[src/sv/m3i_queue.sv]
// Small first-in first-out queue in flip-flops with show-ahead read.
module m3i_queue #(
  parameter int WIDTH = 8,
  parameter int DEPTH = 2
) (
  input  logic             clk,
  input  logic             rst,
  input  logic             push,
  input  logic [WIDTH-1:0] wdata,
  output logic             full,
  input  logic             pop,
  output logic [WIDTH-1:0] rdata,
  output logic             empty
);

  localparam int PW = (DEPTH > 1) ? $clog2(DEPTH) : 1;
  localparam int CNTW = $clog2(DEPTH + 1);

  logic [WIDTH-1:0] mem [DEPTH];
  logic [PW-1:0]    wr_ptr;
  logic [PW-1:0]    rd_ptr;
  logic [CNTW-1:0]  cnt;
  logic             do_push;
  logic             do_pop;

  assign full    = (cnt == CNTW'(DEPTH));
  assign empty   = (cnt == '0);
  assign do_push = push && !full;
  assign do_pop  = pop && !empty;
  assign rdata   = mem[rd_ptr];

  always_ff @(posedge clk) begin
    if (rst) begin
      wr_ptr <= '0;
      rd_ptr <= '0;
      cnt    <= '0;
    end else begin
      if (do_push) begin
        wr_ptr <= (wr_ptr == PW'(DEPTH - 1)) ? '0 : wr_ptr + 1'b1;
      end
      if (do_pop) begin
        rd_ptr <= (rd_ptr == PW'(DEPTH - 1)) ? '0 : rd_ptr + 1'b1;
      end
      if (do_push && !do_pop) begin
        cnt <= cnt + 1'b1;
      end else if (do_pop && !do_push) begin
        cnt <= cnt - 1'b1;
      end
    end
  end

  always_ff @(posedge clk) begin
    if (do_push) begin
      mem[wr_ptr] <= wdata;
    end
  end

  a_no_push_full: assert property (@(posedge clk) disable iff (rst) push |-> !full)
    else $error("push into full queue");
  a_cnt_range: assert property (@(posedge clk) disable iff (rst) cnt <= CNTW'(DEPTH))
    else $error("queue count out of range");
  a_drain: assert property (@(posedge clk) disable iff (rst)
    (pop && !push && cnt == CNTW'(1)) |=> empty)
    else $error("queue not empty after last pop");

endmodule

[config.mk]
export PLATFORM = sky130hd
export DESIGN_NAME = m3i_queue
export DESIGN_NICKNAME = d
export VERILOG_FILES = /design/src/sv/m3i_queue.sv
export SDC_FILE = /design/constraint.sdc
export NUM_CORES = 1
export LEC_CHECK = 0
export ABC_AREA = 0
export BUFFER_PORTS_ARGS = -buffer_cell sky130_fd_sc_hd__buf_2
export CAP_MARGIN = 10
export CORE_ASPECT_RATIO = 1.5
export CORE_MARGIN = 4
export CORE_UTILIZATION = 32
export CTS_BUF_LIST = sky130_fd_sc_hd__clkbuf_8
export DETAILED_ROUTE_END_ITERATION = 7
export PLACE_DENSITY = 0.54
export SYNTH_ARGS = -nofsm -noshare
export SYNTH_HDL_FRONTEND = slang
export SYNTH_SLANG_ARGS = --single-unit
[constraint.sdc]
create_clock -name clk -period 1.9 [get_ports clk]
set_clock_uncertainty 0.2 [all_clocks]
set_input_delay 0 -clock clk [delete_from_list [all_inputs] [get_ports clk]]
set_output_delay 0 -clock clk [all_outputs]
set_load 0.1 [all_outputs]
After elaboration in Yosys (flattened, before gate mapping)
Memories as Yosys holds them, arrays and structs flattened. A register that Yosys moved wholly into a read port is not among the register bits.
Index checks and enable logic that the tools add are counted.
- register bits after elaboration: 4
- bits in writable memories: 16
- input port bits: 12
- output and inout port bits: 10
- word-level logic and storage cells: 27
- memories: 1
- add/sub/neg operators: 4
- eq/ne operators: 1
- multiplexer cells: 8
- reduce and logical (&&, ||, !) cells: 10
- memory list (name ; words ; width ; rd ports ; clocked after Yosys merged registers in ; wr ports ; RTL line ; text):
    mem ; 2 ; 8 ; 1 ; 1 ; 1 ; 19 ; logic [WIDTH-1:0] mem [DEPTH];
- operator list (cell ; number):
    1-bit 2-to-1 mux ; 6
    1-bit logical AND ; 4
    1-bit logical NOT ; 4
    2-bit 2-to-1 mux ; 2
    1-bit adder, second input constant ; 2
    2-bit by 1-bit adder with 2-bit output, second input constant ; 1
    2-bit equality test, second input constant ; 1
    2-bit logical NOT ; 1
    2-bit nonzero test ; 1
    2-bit by 1-bit subtractor with 2-bit output, second input constant ; 1

Longest topological paths before layout
- word-level depth: 7
- gate-level depth with buffers: 6
- depth with buffers taken out: 6

Worst setup path before layout
No wires, ideal clock.
- kind: reg2reg
- start: register cnt[1]
- end: register cnt[1]
- library setup time: 0.070 ns
- data arrival time: 2.165 ns
- required time: 1.630 ns
- path slack: -0.535 ns
- stages on the path, launching flop included: 6
- buffers on the path: 0
- period minus slack after synthesis: 2.435 ns
- cells stage by stage: dfxtp_1 -> nor2b_2 -> nor2_1 -> ha_1 -> or3_1 -> a21oi_1
- cells in the longest elaborated chain, start to end: 6
- elaborated cells on any way between the ends: 15
- those cells by class: add/sub (2); eq/ne (1); mux (2); reduce/logical (10)
- ends and longest elaborated chain (what ; RTL line ; text):
    start: declaration ; 22 ; logic [CNTW-1:0] cnt;
    start signal: assignment ; 45 ; cnt <= cnt + 1'b1;
    start signal: assignment ; 47 ; cnt <= cnt - 1'b1;
    2-bit equality test (*) ; 26 ; assign full = (cnt == CNTW'(DEPTH));
    named net full ; 10 ; output logic full,
    1-bit logical NOT (*) ; 28 ; assign do_push = push && !full;
    1-bit logical AND (*) ; 28 ;
    1-bit logical NOT ; 46 ; end else if (do_pop && !do_push) begin
    1-bit logical AND ; 46 ;
    2-bit nonzero test (no line) ; -- ;
The timed path passes the listed nets; every way through them passes the cells marked *. The select of a mux whose other input is x is not followed.
A chain may end at the register's enable or synchronous reset.

Worst setup path after layout
- start: register cnt[0]
- end: register cnt[1]
- cells in the longest elaborated chain, start to end: 6
- elaborated cells on any way between the ends: 15
- those cells by class: add/sub (2); eq/ne (1); mux (2); reduce/logical (10)
- ends and longest elaborated chain (what ; RTL line):
    2-bit equality test / 2-bit logical NOT (equally long branches) ; 26, 27
    1-bit logical NOT, on equally long branches ; 28, 29
    1-bit logical AND, on equally long branches ; 28, 29
    1-bit logical NOT, on equally long branches ; 46, 44
    1-bit logical AND, on equally long branches ; 46, 44
    2-bit nonzero test (no line) / 2-bit 2-to-1 mux (equally long branches) ; --
Parallel ways exist; a longest one is shown, timed or not. The select of a mux whose other input is x is not followed.

==> results.yml <==
status:
  status: "finished, final reports clean"
sta:
  worst_slack_ns: 0.202
  drv_slew: 0
  finalCritPeriodShare: 0.894
  setup_viol: 0
  hold_viol: 0
  slew_headroom: 0.678
  fin_hold_ws_ns: 0.267
  tightest_slew_ns: 0.487
  rsz0062_at_grt: "no"
  period_needed_ns: 1.70
  fmax_mhz: 589
finish:
  utilization: 0.470
  layout_common_cells: "buf_2, edfxtp_1, dlygate4sd3_1"
  diodes: 0
  area_growth_pct: 36.9
  nets: 99
  layout_commonest_cell: "buf_2"
  drive_above_1_share: 0.424
  layout.cell_area.non_filler_sq_um: 1090
floorplanning:
  start_util: 0.343
  dieArea_sq_um: 3360
  io_pins: 22
  coreArea_sq_um: 2310
  die_width_um: 48.7
  die_h_um: 69.0
  std_cell_rows: 21
cts:
  clock_sinks: 21
  cts_buffer_depth: 2
  cts_buffers: 3
  clk_latency_ns: 0.25
  cts_root_buf: "clkbuf_8"
  clkTransAtPathRegs_ns: 0.07
  cts_tree: "built"
  cts-htree-levels: 1
  cts.repair.resized: 0
yosys:
  synth_top_area_cell: "edfxtp_1"
  netlist_instances: 50
  ys.warnings.count: 0
  yosys.cell_types.count: 13
  synth_top_area_frac: 0.606
  ys_ff_latch: 21
  synth-seq-area-share: 0.732
  synthTopCellsByArea: "edfxtp_1, dfxtp_1, mux2_2"
  postSynthAreaPerCell_sq_um: 15.9
  netlist_area_sq_um: 793
  syn_nets: 63
drt:
  dr.first_iter.drc_count: 15
  via_per_inst: 4.66
  drt_first_pass_iters: 4
  routed_wl_um: 1290
  num_vias: 503
  drc: 0
  wl_per_cell_um: 11.9
  ant_nets: 0
global_route:
  grt_pass1_wl_um: 2380
  grt_overflow: 0
  track_usage: 0.0936
  first_global_vias: 534
  antenna_found_initial: 0
  grt_max_degree: 13
critical_path:
  crit_chain: "o21ai_0 > ha_1 > or3_1 > a21oi_1"
  slowest_delay_ns: 0.36
  cp_max_fo: 5
  end_kind: "flop"
  required_ns: 1.88
  cp_data_arrival_time_ns: 1.68
  cp_slowest_cell: "dfxtp_2"
  crit_type: "reg2reg"
  worst_setup_path_start_kind: "flop"
min_path:
  hold_path.class: "in2reg"
place:
  place_congestion: 0.679
  numPortBuffers: 21
  placed_cell_area_sq_um: 930
  place_ws_ns: 0.192
  post-dp-hpwl_um: 893
flow_run:
  maxCapViolations: 0
worst paths after layout:
path	slack, ns	endpoint	startpoint	cells past startpoint
setup / recovery	0.20	cnt[1]	cnt[0]	4
hold reg to reg	0.30	wr_ptr	wr_ptr	2
hold / removal	0.27	mem[1][7]	wdata[7]	2
setup reg to reg	0.20	cnt[1]	cnt[0]	4
sequential cells by signal (all words and copies together) (netlist names), named ones only:
register  flops
mem          16
cnt           2
rd_ptr        1
wr_ptr        1
cell usage after synthesis:
master    count
o21ai_0       3
mux2_2        8
buf_2         1
nor2b_2       1
a21oi_1       2
xor2_1        3
or3_1         2
inv_1         2
nor2_1        5
edfxtp_1     16
ha_1          1
dfxtp_1       5
and2_1        1
timing repair:
item                      CTS  global route
hold endpoints to repair   21             0
hold buffers               11             0
setup buffers               0             0
critical path, delay by kind of cell (launching register included):
kind	cells	cell delay [ns]
AOI/OAI and AO/OA	2	0.40
and+or+nand+nor	1	0.35
adders and majority gates	1	0.32
DFF	1	0.36
through the flow:
| step | instances | setup TNS (ns) |
|---|---|---|
| floorplan | 50 | -0.170 |
| global placement | 93 | 0 |
| detailed placement | 93 | 0 |
| CTS | 108 | 0 |
| global route | 108 | 0 |
| finish | 108 | 0 |
metal layers:
metal / part of all wire / global-route usage / up-vias
met5: 0 / 0 / -
met4: 0.034 / 0.0606 / 0
met3: 0.062 / 0.0301 / 6
met2: 0.51 / 0.160 / 17
met1: 0.39 / 0.0993 / 231
li1: - / - / 249
kinds of logic (layout without fill, tap and decap cells):
family,count (synthesis),in the layout,share of synthesized area
simple gates,9,9,0.0584
xor+xnor,3,3,0.0331
fa+ha+maj,1,1,0.0158
flops,21,21,0.732
buf+inv,3,38,0.0158
mux,8,8,0.114
compound gates,5,5,0.0315
cell type report:
type / count / area (sq um)
inverters: 2 / 7.51
multi-input cells: 26 / 205
flip-flops and latches: 21 / 583
clock inverters: 1 / 5.00
repair buffers: 32 / 215
well taps: 23 / 28.8
fillers: 224 / 1230
clock buffers: 3 / 41.3
Power is left out: the tool's default activity adds up to more than one toggle a clock period on the data nets, which glitch-free logic cannot reach.
